**config.mk**
```make
export PLATFORM = sky130hd
export DESIGN_NAME = bmp_rgb_stream_decoder
export DESIGN_NICKNAME = d
export VERILOG_FILES = /design/src/rtl/core/bmp_pkg.sv /design/src/rtl/core/bmp_front.sv /design/src/rtl/core/bmp_back.sv /design/src/rtl/core/bmp_rgb_stream_decoder.sv
export SDC_FILE = /design/constraint.sdc
export NUM_CORES = 2
export LEC_CHECK = 0
export ABC_CLOCK_PERIOD_IN_PS = 10100
export BUFFER_PORTS_ARGS = -buffer_cell sky130_fd_sc_hd__buf_4
export CAP_MARGIN = 10
export CORE_ASPECT_RATIO = 1.2
export CORE_MARGIN = 2
export CORE_UTILIZATION = 40
export DETAILED_ROUTE_END_ITERATION = 16
export SKIP_CTS_REPAIR_TIMING = 1
export SYNTH_ARGS = -nofsm -noshare
export SYNTH_HDL_FRONTEND = slang
export SYNTH_SLANG_ARGS = --single-unit
```
**constraint.sdc**
```tcl
create_clock -name clock -period 10.1 [get_ports clock]
set_clock_uncertainty 0.15 [all_clocks]
set_input_delay 0.505 -clock clock [delete_from_list [all_inputs] [get_ports clock]]
set_output_delay 0.505 -clock clock [all_outputs]
set_load 0.05 [all_outputs]
```
**src/rtl/core/bmp_pkg.sv**
```systemverilog
package bmp_pkg;

   localparam int unsigned MAX_DIMENSION_DEFAULT = 4096;
   localparam longint unsigned MAX_PIXELS_DEFAULT = 64'd16777216;

   localparam logic [31:0] HEADER_BYTES = 32'd54;
   localparam logic [31:0] DIB_SIZE_V3  = 32'd40;
   localparam logic [7:0]  MAGIC_B      = 8'h42;
   localparam logic [7:0]  MAGIC_M      = 8'h4D;

   localparam logic [2:0] ST_OK       = 3'd0;
   localparam logic [2:0] ST_FORMAT   = 3'd1;
   localparam logic [2:0] ST_HEADER   = 3'd2;
   localparam logic [2:0] ST_DIMS     = 3'd3;
   localparam logic [2:0] ST_BYTE_CNT = 3'd4;

   localparam logic KIND_PIXEL  = 1'b0;
   localparam logic KIND_STATUS = 1'b1;

   // one result item
   typedef struct packed {
      logic        item_kind;
      logic [11:0] pixel_x;
      logic [11:0] pixel_y;
      logic [7:0]  red;
      logic [7:0]  green;
      logic [7:0]  blue;
      logic [7:0]  alpha;
      logic [2:0]  status;
      logic [12:0] image_width;
      logic [12:0] image_height;
      logic        last_item;
   } result_type;

   // one classified byte from front to back
   typedef struct packed {
      logic        emit_pixel;
      logic        emit_status;
      result_type  pixel;
      result_type  stat;
   } work_type;

endpackage

```
**src/rtl/core/bmp_front.sv**
```systemverilog
module bmp_front #(
   parameter int unsigned MAX_DIMENSION = bmp_pkg::MAX_DIMENSION_DEFAULT,
   parameter longint unsigned MAX_PIXELS = bmp_pkg::MAX_PIXELS_DEFAULT
) (
   input  logic              clock,
   input  logic              reset,
   input  logic              in_valid,
   output logic              in_ready,
   input  logic [7:0]        in_byte,
   input  logic              in_eof,
   output logic              wr_valid,
   input  logic              wr_ready,
   output bmp_pkg::work_type wr_data
);
   import bmp_pkg::*;

   // offset of the last header byte that carries a field
   localparam logic [31:0] FIELDS_LAST = 32'd37;

   logic [31:0] byte_count_ff, byte_count_in;
   logic [31:0] declared_ff, pixel_start_ff, dib_ff, width_ff, height_ff;
   logic [31:0] comp_ff, img_size_ff;
   logic [15:0] planes_ff, bpp_ff;
   logic        magic_ff;
   logic [11:0] col_ff, row_ff;
   logic [15:0] rbc_ff;
   logic [23:0] partial_ff;
   logic [1:0]  pbi_ff;

   // derived header values, registered while the rest of the header streams in
   logic [31:0] abs_h_ff;
   logic [31:0] row_bytes_ff, stride_ff;
   logic [63:0] expected_ff;
   logic        dims_ok_ff, format_ok_ff, isz_ok_ff, hdr_ok_ff;
   logic [2:0]  setup_ff;
   logic        bpp32_ff;

   logic        take;
   logic [31:0] abs_h_c;
   logic [63:0] area_c;

   assign in_ready = wr_ready;
   assign take = in_valid && in_ready;
   assign abs_h_c = height_ff[31] ? (32'd0 - height_ff) : height_ff;
   assign area_c = 64'(width_ff) * 64'(abs_h_ff);

   // header pipeline after the last field byte (multiplies spread over cycles)
   always_ff @(posedge clock) begin
      if (reset || (take && in_eof)) begin
         setup_ff <= 3'd0;
         abs_h_ff <= '0; bpp32_ff <= 1'b0; row_bytes_ff <= '0; stride_ff <= '0;
         expected_ff <= '0; dims_ok_ff <= 1'b0; format_ok_ff <= 1'b0;
         isz_ok_ff <= 1'b0; hdr_ok_ff <= 1'b0;
      end else begin
         if (take && byte_count_ff == FIELDS_LAST) begin
            setup_ff <= 3'd1;
         end else if (setup_ff != 3'd0) begin
            setup_ff <= (setup_ff == 3'd4) ? 3'd0 : setup_ff + 3'd1;
         end
         unique case (setup_ff)
            3'd1: begin
               abs_h_ff     <= abs_h_c;
               bpp32_ff     <= (bpp_ff == 16'd32);
               row_bytes_ff <= width_ff * 32'(bpp_ff[15:3]);
               format_ok_ff <= planes_ff == 16'd1 && comp_ff == 32'd0 &&
                               (bpp_ff == 16'd24 || bpp_ff == 16'd32);
            end
            3'd2: begin
               stride_ff  <= (row_bytes_ff + 32'd3) & ~32'd3;
               dims_ok_ff <= width_ff != 32'd0 && width_ff <= 32'(MAX_DIMENSION) &&
                             abs_h_ff != 32'd0 && abs_h_ff <= 32'(MAX_DIMENSION) &&
                             area_c <= 64'(MAX_PIXELS);
            end
            3'd3: begin
               expected_ff <= 64'(stride_ff) * 64'(abs_h_ff);
            end
            3'd4: begin
               isz_ok_ff  <= img_size_ff == 32'd0 || 64'(img_size_ff) == expected_ff;
               hdr_ok_ff  <= magic_ff && dib_ff == DIB_SIZE_V3 &&
                             pixel_start_ff >= HEADER_BYTES && dims_ok_ff && format_ok_ff &&
                             (img_size_ff == 32'd0 || 64'(img_size_ff) == expected_ff);
            end
            default: ;
         endcase
      end
   end

   // classify one byte
   logic        in_pix;
   logic [31:0] rel;
   logic        emit_p;
   logic [31:0] y_c;
   logic [2:0]  st_c;
   logic [15:0] rbc_next;
   logic [31:0] size_c;

   assign byte_count_in = (byte_count_ff == 32'hFFFF_FFFF) ? byte_count_ff
                                                           : byte_count_ff + 32'd1;
   assign rel = byte_count_ff - pixel_start_ff;
   assign size_c = byte_count_in;

   always_comb begin
      in_pix = byte_count_ff >= HEADER_BYTES && hdr_ok_ff &&
               byte_count_ff >= pixel_start_ff && 64'(rel) < expected_ff;
      emit_p = in_pix && 32'(rbc_ff) < row_bytes_ff &&
               !(32'(pbi_ff) + 32'd1 < (bpp32_ff ? 32'd4 : 32'd3));
      y_c = height_ff[31] ? 32'(row_ff) : (abs_h_ff - 32'd1 - 32'(row_ff));
      rbc_next = rbc_ff + 16'd1;
      // first failing check wins
      priority if (size_c < HEADER_BYTES || !magic_ff) st_c = ST_FORMAT;
      else if (declared_ff != size_c || dib_ff != DIB_SIZE_V3 ||
               pixel_start_ff < HEADER_BYTES) st_c = ST_HEADER;
      else if (!dims_ok_ff) st_c = ST_DIMS;
      else if (!format_ok_ff) st_c = ST_FORMAT;
      else if (!isz_ok_ff) st_c = ST_BYTE_CNT;
      else if (pixel_start_ff > size_c ||
               64'(size_c - pixel_start_ff) != expected_ff) st_c = ST_BYTE_CNT;
      else st_c = ST_OK;
   end

   always_comb begin
      wr_data = '0;
      wr_data.emit_pixel = emit_p;
      wr_data.emit_status = in_eof;
      wr_data.pixel.item_kind = KIND_PIXEL;
      wr_data.pixel.pixel_x = col_ff;
      wr_data.pixel.pixel_y = y_c[11:0];
      wr_data.pixel.blue  = partial_ff[7:0];
      wr_data.pixel.green = partial_ff[15:8];
      wr_data.pixel.red   = bpp32_ff ? partial_ff[23:16] : in_byte;
      wr_data.pixel.alpha = bpp32_ff ? in_byte : 8'hFF;
      wr_data.stat.item_kind = KIND_STATUS;
      wr_data.stat.status = st_c;
      wr_data.stat.last_item = 1'b1;
      if (st_c == ST_OK) begin
         wr_data.stat.image_width  = width_ff[12:0];
         wr_data.stat.image_height = abs_h_ff[12:0];
      end
   end
   assign wr_valid = take && (emit_p || in_eof);

   // update state on each accepted byte
   always_ff @(posedge clock) begin
      if (reset || (take && in_eof)) begin
         byte_count_ff <= '0; declared_ff <= '0; pixel_start_ff <= '0; dib_ff <= '0;
         width_ff <= '0; height_ff <= '0; comp_ff <= '0; img_size_ff <= '0;
         planes_ff <= '0; bpp_ff <= '0; magic_ff <= 1'b0;
         col_ff <= '0; row_ff <= '0; rbc_ff <= '0; partial_ff <= '0; pbi_ff <= '0;
      end else if (take) begin
         byte_count_ff <= byte_count_in;
         if (byte_count_ff < HEADER_BYTES) begin
            // latch header fields little-endian
            unique case (byte_count_ff[5:0])
               6'd0: magic_ff <= in_byte == MAGIC_B;
               6'd1: magic_ff <= magic_ff && in_byte == MAGIC_M;
               6'd2: declared_ff[7:0] <= in_byte;
               6'd3: declared_ff[15:8] <= in_byte;
               6'd4: declared_ff[23:16] <= in_byte;
               6'd5: declared_ff[31:24] <= in_byte;
               6'd10: pixel_start_ff[7:0] <= in_byte;
               6'd11: pixel_start_ff[15:8] <= in_byte;
               6'd12: pixel_start_ff[23:16] <= in_byte;
               6'd13: pixel_start_ff[31:24] <= in_byte;
               6'd14: dib_ff[7:0] <= in_byte;
               6'd15: dib_ff[15:8] <= in_byte;
               6'd16: dib_ff[23:16] <= in_byte;
               6'd17: dib_ff[31:24] <= in_byte;
               6'd18: width_ff[7:0] <= in_byte;
               6'd19: width_ff[15:8] <= in_byte;
               6'd20: width_ff[23:16] <= in_byte;
               6'd21: width_ff[31:24] <= in_byte;
               6'd22: height_ff[7:0] <= in_byte;
               6'd23: height_ff[15:8] <= in_byte;
               6'd24: height_ff[23:16] <= in_byte;
               6'd25: height_ff[31:24] <= in_byte;
               6'd26: planes_ff[7:0] <= in_byte;
               6'd27: planes_ff[15:8] <= in_byte;
               6'd28: bpp_ff[7:0] <= in_byte;
               6'd29: bpp_ff[15:8] <= in_byte;
               6'd30: comp_ff[7:0] <= in_byte;
               6'd31: comp_ff[15:8] <= in_byte;
               6'd32: comp_ff[23:16] <= in_byte;
               6'd33: comp_ff[31:24] <= in_byte;
               6'd34: img_size_ff[7:0] <= in_byte;
               6'd35: img_size_ff[15:8] <= in_byte;
               6'd36: img_size_ff[23:16] <= in_byte;
               6'd37: img_size_ff[31:24] <= in_byte;
               default: ;
            endcase
         end else if (in_pix) begin
            if (32'(rbc_ff) < row_bytes_ff) begin
               if (emit_p) begin
                  partial_ff <= '0;
                  pbi_ff <= '0;
                  col_ff <= col_ff + 12'd1;
               end else begin
                  unique case (pbi_ff)
                     2'd0: partial_ff[7:0] <= in_byte;
                     2'd1: partial_ff[15:8] <= in_byte;
                     2'd2: partial_ff[23:16] <= in_byte;
                     default: ;
                  endcase
                  pbi_ff <= pbi_ff + 2'd1;
               end
            end
            // advance row at stride end
            if (32'(rbc_next) >= stride_ff) begin
               rbc_ff <= '0;
               row_ff <= row_ff + 12'd1;
               col_ff <= '0;
               pbi_ff <= '0;
               partial_ff <= '0;
            end else begin
               rbc_ff <= rbc_next;
            end
         end
      end
   end
endmodule

```
**src/rtl/core/bmp_back.sv**
```systemverilog
module bmp_back (
   input  logic                clock,
   input  logic                reset,
   input  logic                wr_valid,
   output logic                wr_ready,
   input  bmp_pkg::work_type   wr_data,
   output logic                out_valid,
   input  logic                out_ready,
   output bmp_pkg::result_type out_data
);
   import bmp_pkg::*;

   localparam int unsigned DEPTH = 4;

   work_type    q_ff [DEPTH];
   logic [1:0]  wp_ff, rp_ff;
   logic [2:0]  cnt_ff;
   logic        pix_done_ff;
   logic        pop, push;
   work_type    head;

   assign head = q_ff[rp_ff];
   assign wr_ready = cnt_ff < 3'(DEPTH);
   assign push = wr_valid && wr_ready;
   assign out_valid = cnt_ff != 3'd0;
   // pixel goes first, then status
   assign out_data = (head.emit_pixel && !pix_done_ff) ? head.pixel : head.stat;
   assign pop = out_valid && out_ready &&
                (!(head.emit_pixel && !pix_done_ff) || !head.emit_status);

   always_ff @(posedge clock) begin
      if (push) q_ff[wp_ff] <= wr_data;
   end

   // advance pointers and the split flag
   always_ff @(posedge clock) begin
      if (reset) begin
         wp_ff <= '0; rp_ff <= '0; cnt_ff <= '0; pix_done_ff <= 1'b0;
      end else begin
         if (push) wp_ff <= wp_ff + 2'd1;
         if (pop) begin
            rp_ff <= rp_ff + 2'd1;
            pix_done_ff <= 1'b0;
         end else if (out_valid && out_ready) begin
            pix_done_ff <= 1'b1;
         end
         cnt_ff <= cnt_ff + 3'(push) - 3'(pop);
      end
   end
endmodule

```
**src/rtl/core/bmp_rgb_stream_decoder.sv**
```systemverilog
// Each result is registered in the output queue when its byte is accepted.
// Throughput: one byte per cycle while the output queue has room; the header
// multiplies settle after header byte 37 is accepted, so they never stall the input.
// A byte that ends a pixel and the file gives two results, the pixel first, then the status.
// Synchronous active-high reset clears all state; the end-of-file byte clears the header and pixel state too.
module bmp_rgb_stream_decoder #(
   parameter int unsigned MAX_DIMENSION = bmp_pkg::MAX_DIMENSION_DEFAULT,
   parameter longint unsigned MAX_PIXELS = bmp_pkg::MAX_PIXELS_DEFAULT
) (
   input  logic        clock,
   input  logic        reset,
   input  logic        req_tvalid,
   output logic        req_tready,
   input  logic [7:0]  req_tdata,   // data_byte
   input  logic        req_tlast,   // end_of_file
   output logic        rsp_tvalid,
   input  logic        rsp_tready,
   output logic [87:0] rsp_tdata,   // pixel_x, pixel_y, red, green, blue, alpha,
                                    // status, image_width, image_height, zero fill
   output logic        rsp_tuser,   // item_kind
   output logic        rsp_tlast    // last_item
);
   import bmp_pkg::*;

   work_type   wr_data;
   logic       wr_valid, wr_ready;
   result_type res;

   bmp_front #(.MAX_DIMENSION(MAX_DIMENSION), .MAX_PIXELS(MAX_PIXELS)) u_front (
      .clock, .reset,
      .in_valid(req_tvalid), .in_ready(req_tready),
      .in_byte(req_tdata), .in_eof(req_tlast),
      .wr_valid, .wr_ready, .wr_data
   );

   bmp_back u_back (
      .clock, .reset, .wr_valid, .wr_ready, .wr_data,
      .out_valid(rsp_tvalid), .out_ready(rsp_tready), .out_data(res)
   );

   assign rsp_tuser = res.item_kind;
   assign rsp_tlast = res.last_item;
   assign rsp_tdata = {3'd0, res.image_height, res.image_width, res.status, res.alpha,
                       res.blue, res.green, res.red, res.pixel_y, res.pixel_x};
endmodule
```
* Yosys cells after proc, flatten, opt, wreduce, memory -nomap -nowiden
Memory sizes are Yosys's and may differ from the RTL's. A register that Yosys moved wholly into a read port is not among the register bits.
Cells that the tools add are included.
Widths: inputs -> output; s select.
** Word-level totals
- Output and inout bits :: 92
- Memory bits (read-only) :: 0
- Memory bits (writable) :: 348
- Latch bits :: 0
- Memories :: 1
- Bits in registers :: 527
- Input port bits :: 13
** Memories
- u_back.q_ff :: words 4, width 87, read ports 1, clocked after Yosys merged registers in 1, wr ports 1, line bmp_back.sv:15 : work_type q_ff [DEPTH];
** Cells by class
- Divide/modulo/power cells :: 0
- Multipliers :: 3
- Reductions and logical operators :: 97
- Muxes and demuxes :: 35
- $add $sub $neg :: 17
- Bitwise operators :: 1
- Magnitude comparators :: 15
- Equality and inequality tests :: 51
- Shift operators :: 0
** Operator list (count)
- $reduce_and 3->1 :: 34
- $eq 6x5->1 const B :: 16
- $lt 32x6->1 const B :: 3
- $mux 87 :: 1
- $mux 24 :: 3
- $eq 32x6->1 const B :: 2
- $eq 32x64->1 :: 1
- $ge 32x6->1 const B :: 2
- $le 32x13->1 const B :: 2
- $le 64x25->1 const B :: 1
- $logic_not 32->1 :: 2
- $lt 32x64->1 :: 1
- $mul 32x32->64 :: 1
- $mux 32 :: 2
- $ne 64x64->1 :: 1
- $reduce_bool 32->1 :: 2
- $mul 30x32->62 :: 1
- $mux 12 :: 4
- $mux 8 :: 5
- $eq 6x4->1 const B :: 6
- $eq 6x6->1 const B :: 6
- $sub 32x32->33 :: 1
- $add 32x1->32 const B :: 1
- $add 32x2->32 const B :: 1
- other kinds (51) :: 120

* Depth between registers and ports, before layout
- Depth after elaboration :: 13
- Depth in mapped cells :: 33

* Cells and area by module
A second synthesis with hierarchy kept.
** Second synthesis, totals
- Cells, all modules :: 13452
- Area, all modules :: 131359.7 um2
** Modules (own cells, without submodules)
- bmp_front :: cells each 12377, instances 1, area each 104313.8 um2, seq. area each 10390.0 um2
- bmp_back :: cells each 1071, instances 1, area each 27019.7 um2, seq. area each 21340.5 um2
- bmp_rgb_stream_decoder :: cells each 4, instances 1, area each 26.3 um2, seq. area each 0.0 um2

* Worst setup path before layout
No wires, ideal clock.
- Path type :: register to register
- From :: register u_front.abs_h_ff[8]
- To :: register u_front.dims_ok_ff
- Arrival time :: 7934 ps
- Stages on the path, launching flop included :: 33
- Required time :: 9863 ps
- Path slack :: 1929 ps
- Library setup time :: 87 ps
- Clock period less this slack :: 8171 ps
- Buffers on the path :: 3
- Path through :: dfxtp_1 clkbuf_1 clkbuf_1 nand2_1 fa_1 inv_1 fa_1 inv_1 fa_1 inv_1 fa_1 inv_1 fa_1 inv_1 fa_1 inv_1 fa_1 fa_1 inv_1 ha_1 buf_2 a21oi_1 o21ai_1 a21o_1 a311o_1 or3b_1 o21ai_1 o21ai_0 mux2_2 nand3_1 nor4_1 nand4_1 o31ai_1
** Between the ends
- Cells in the longest elaborated chain, start to end :: 4
- Elaborated cells on any way between the ends :: 7
- Those cells by class :: mul (1); order compare (2); reduce/logical (4)
** RTL lines
- start: declaration :: line bmp_front.sv:31 : logic [31:0] abs_h_ff;
- start signal: assignment :: line bmp_front.sv:62 : abs_h_ff <= abs_h_c;
- start signal: assignment :: line bmp_front.sv:71 : abs_h_ff != 32'd0 && abs_h_ff <= 32'(MAX_DIMENSION) &&
- branches (longest 3 deep; another with $mul 32x32->64)
- $logic_and 1x1->1 * :: line bmp_front.sv:71
- end signal: assignment :: line bmp_front.sv:70 : dims_ok_ff <= width_ff != 32'd0 && width_ff <= 32'(MAX_DIMENSION) &&
- end: declaration :: line bmp_front.sv:34 : logic dims_ok_ff, format_ok_ff, isz_ok_ff, hdr_ok_ff;
Mark *: on every way between the ends.
A chain may end at the register's enable or synchronous reset.

* Final worst setup path
- From :: register u_front.abs_h_ff[14]
- To :: register u_front.expected_ff[56]
** Between the ends
- Cells in the longest elaborated chain, start to end :: 1
** RTL lines
- $mul 30x32->62 :: line bmp_front.sv:75 : expected_ff <= 64'(stride_ff) * 64'(abs_h_ff);
- end signal: assignment :: line bmp_front.sv:75
- end: declaration :: line bmp_front.sv:33 : logic [63:0] expected_ff;
Every way passes these cells.

==> flow_metrics.env <==
export IMPL_outcome="completed"
export IMPL_wl_per_cell_um=20.86
export IMPL_power_density_nw_per_um2=75.71
export IMPL_async_flop_share_pct=0
export IMPL_timing_setup_critical_path_class="reg -> reg"
export IMPL_rrSetupSlack_ns=0.84
export IMPL_slew_headroom_pct=23.39
export IMPL_end_kind="register"
export IMPL_postPlaceCellArea_um2=119800
export IMPL_htreeDepth=3
export IMPL_portBuffers=101
export IMPL_dieArea_um2=293500
export IMPL_drive_above_1_share_pct=5.555
export IMPL_dpl_hpwl_um=251400
export IMPL_io_pins=105
export IMPL_vias_per_cell=5.330
export IMPL_cts_sinks=877
export IMPL_instances_no_fill=16010
export IMPL_syn_area_um2=115700
export IMPL_max_freq_ghz=0.1080
export IMPL_clk_pin_slew_ns=0.06
export IMPL_die_y_um=593.1
export IMPL_synth_edf_count=348
export IMPL_fin_crit_ns=9.257
export IMPL_finalPower_uw=9318
export IMPL_cts_inserted_buffers=96
export IMPL_largest_register_ffs=348
export IMPL_grt_pass1_wl_um=530600
export IMPL_synth_distinct_cells=94
export IMPL_p_leak_uw=0.05470
export IMPL_fin_nets=14840
export IMPL_r2r_cells=25
export IMPL_hold_depth=3
export IMPL_synth_top_area_share_pct=34.47
export IMPL_layout_common_cells="inv_1, nand2_1, fa_1"
export IMPL_routabilityCongestion=0.9143
export IMPL_hold_viol=0
export IMPL_finalInstanceArea_um2=123100
export IMPL_first_global_vias=91060
export IMPL_synth_cells=12540
export IMPL_cts_tree="done"
export IMPL_p_comb_share_pct=20.2
export IMPL_vias=85340
export IMPL_slowest_delay_ns=1.00
export IMPL_seqPwrFrac_pct=40.8
export IMPL_first_pass_iters=6
export IMPL_holdCritStartpoint="req_tdata[7]"
export IMPL_dp_cells=15830
export IMPL_swShare_pct=31.56
export IMPL_path_common_cell="fa_1"
export IMPL_worstMarginPinSlew_ns=1.149
export IMPL_drc_errors=0
export IMPL_clock_latency_ns=0.79
export IMPL_setup_violations=0
export IMPL_area_delta_synth_final_pct=6.402
export IMPL_clk_path_buf_depth=3
export IMPL_grt_overflow_total=0
export IMPL_drv_cap=0
export IMPL_yosysWarnings=0
export IMPL_holdPathEnd="u_front.dib_ff[7]"
export IMPL_coreArea_um2=288100
export IMPL_cp_required_ns=10.54
export IMPL_grtUsageTotal_pct=23.19
export IMPL_die_x_um=494.9
export IMPL_ys_ff_latch=877
export IMPL_synth_top_flop_cell="dfxtp_1"
export IMPL_antenna_left=0
export IMPL_cp_slowest_cell="dfxtp_2"
export IMPL_crit_buf_inv=3
export IMPL_cp_top_family="adder cells"
export IMPL_worstPathArrival_ns=9.70
export IMPL_fin_setup_tns_ns=0
export IMPL_core_rowCount=216
export IMPL_p_sw_uw=2941
export IMPL_critPathLaunch="u_front.abs_h_ff[14]"
export IMPL_top_register="u_back.q_ff"
export IMPL_yosys_top_cells_area="fa_1, dfxtp_1, edfxtp_1, ha_1, inv_1"
export IMPL_startpoint_type="register"
export IMPL_fillCellCount=28300
export IMPL_power_frac_clock_pct=39.0
export IMPL_drt_initial_drc_count=6041
export IMPL_period_share_pct=91.66
export IMPL_yosysTopAreaCell="fa_1"
export IMPL_rsz0062_at_grt="no"
export IMPL_timing_rr_start="u_front.abs_h_ff[14]"
export IMPL_wl_um=334000
export IMPL_r2r_end="u_front.expected_ff[56]"
export IMPL_cts_root_buf="clkbuf_16"
export IMPL_internal_power_uw=6377
export IMPL_initial_core_util_pct=40.15
export IMPL_antenna_found_initial=13
export IMPL_crit_path_max_fanout=35
export IMPL_cp_depth=25
export IMPL_hold_class="in -> reg"
export IMPL_ir_worst_vdd_mv=0.1603
export IMPL_final_common_cell="inv_1"
export IMPL_grt_max_degree=129
export IMPL_slew_violations=0
export IMPL_post_synth_cell_area_avg_um2=9.227
export IMPL_ys_seq_area_share_pct=18.19
export IMPL_largestRegisters="u_back.q_ff x348, u_front.expected_ff x62"
==> routing by layer <==
layer	share of wire (%)	track usage, %
met5	0.0081	0
met4	4.0	8.261
met3	5.4	2.583
met2	50	40.84
met1	41	29.36
==> power groups by stage <==
stage	logic, uW	registers (uW)	clock network, uW
detailed placement	1910	3890	0
global route	1990	3820	3830
finish	1880	3800	3630
floorplan	1390	3820	0
CTS	1910	3810	3690
global placement	1900	3890	0
==> logic make-up (layout without fill, tap and decap cells) <==
group,after synthesis,after routing,share of synthesized area [%]
AO/OA/AOI/OAI,1091,1091,6.061
XOR/XNOR,433,433,3.285
adder cells (fa/ha/maj),2717,2717,42.32
buffers and inverters,2920,2569,9.551
flip-flops,877,877,18.19
multiplexers,328,328,3.797
other,1,12,0.003242
AND/OR/NAND/NOR,4170,4170,16.80
==> cell usage after synthesis (31+ instances only) <==
| cell type | count |
|---|---|
| a21o_1 | 112 |
| a211oi_1 | 72 |
| mux2i_1 | 225 |
| xor2_1 | 181 |
| a31oi_1 | 34 |
| fa_1 | 1992 |
| xnor2_1 | 251 |
| nor3_1 | 88 |
| ha_1 | 725 |
| and2_1 | 718 |
| nor2_1 | 512 |
| or3_1 | 31 |
| nand3_1 | 223 |
| o21bai_1 | 39 |
| and3_1 | 90 |
| clkbuf_1 | 755 |
| nor4_1 | 109 |
| edfxtp_1 | 348 |
| nor2b_1 | 88 |
| inv_1 | 2097 |
| nand2_1 | 2073 |
| o21ai_0 | 184 |
| a21oi_1 | 382 |
| dfxtp_1 | 529 |
| mux4_2 | 87 |
| nand2b_1 | 43 |
| o21a_1 | 46 |
| nand4_1 | 101 |
==> metrics by stage <==
stage	setup slack, ns	utilization, %	hold WS [ns]
after floorplan	1.929	-	0.2816
after global placement	0.9773	41.59	0.2912
after detailed placement	0.8750	41.59	0.2945
after CTS	0.8783	42.70	-0.1936
after global routing	0.4095	42.72	0.2272
final	0.8426	42.72	0.2453
==> worst register-to-register path, delay by kind of cell, from the launching register on <==
family / cells / cell delay [ns]
AOI/OAI and AO/OA: 6 / 2.40
xor gates and xnor gates: 1 / 0.15
adders and majority gates: 9 / 4.31
buffers and inverters: 3 / 0.16
DFF: 1 / 1.00
muxes: 1 / 0.14
and+or+nand+nor: 5 / 0.79
==> layout make-up <==
class,count,area (um2),share of cell area (%)
Inverter,2098,7875,6.398
Multi-Input combinational cell,8742,83700,68.00
Clock inverter,50,638.1,0.5185
Antenna cell,9,22.52,0.01830
Sequential cell,877,21150,17.19
Timing Repair Buffer,296,2342,1.903
Clock buffer,125,2581,2.097
Tap cell,3815,4773,3.878
==> worst max-delay path by stage <==
stage	slack, ns	end
6_report	0.84	u_front.expected_ff[56]
2_1_floorplan	1.93	u_front.dims_ok_ff
4_1_cts	0.88	u_front.expected_ff[60]
5_1_grt	0.41	u_front.expected_ff[43]
3_3_place_gp	0.98	u_front.expected_ff[62]
3_5_place_dp	0.87	u_front.expected_ff[60]
(Power assumes the default switching activity.)
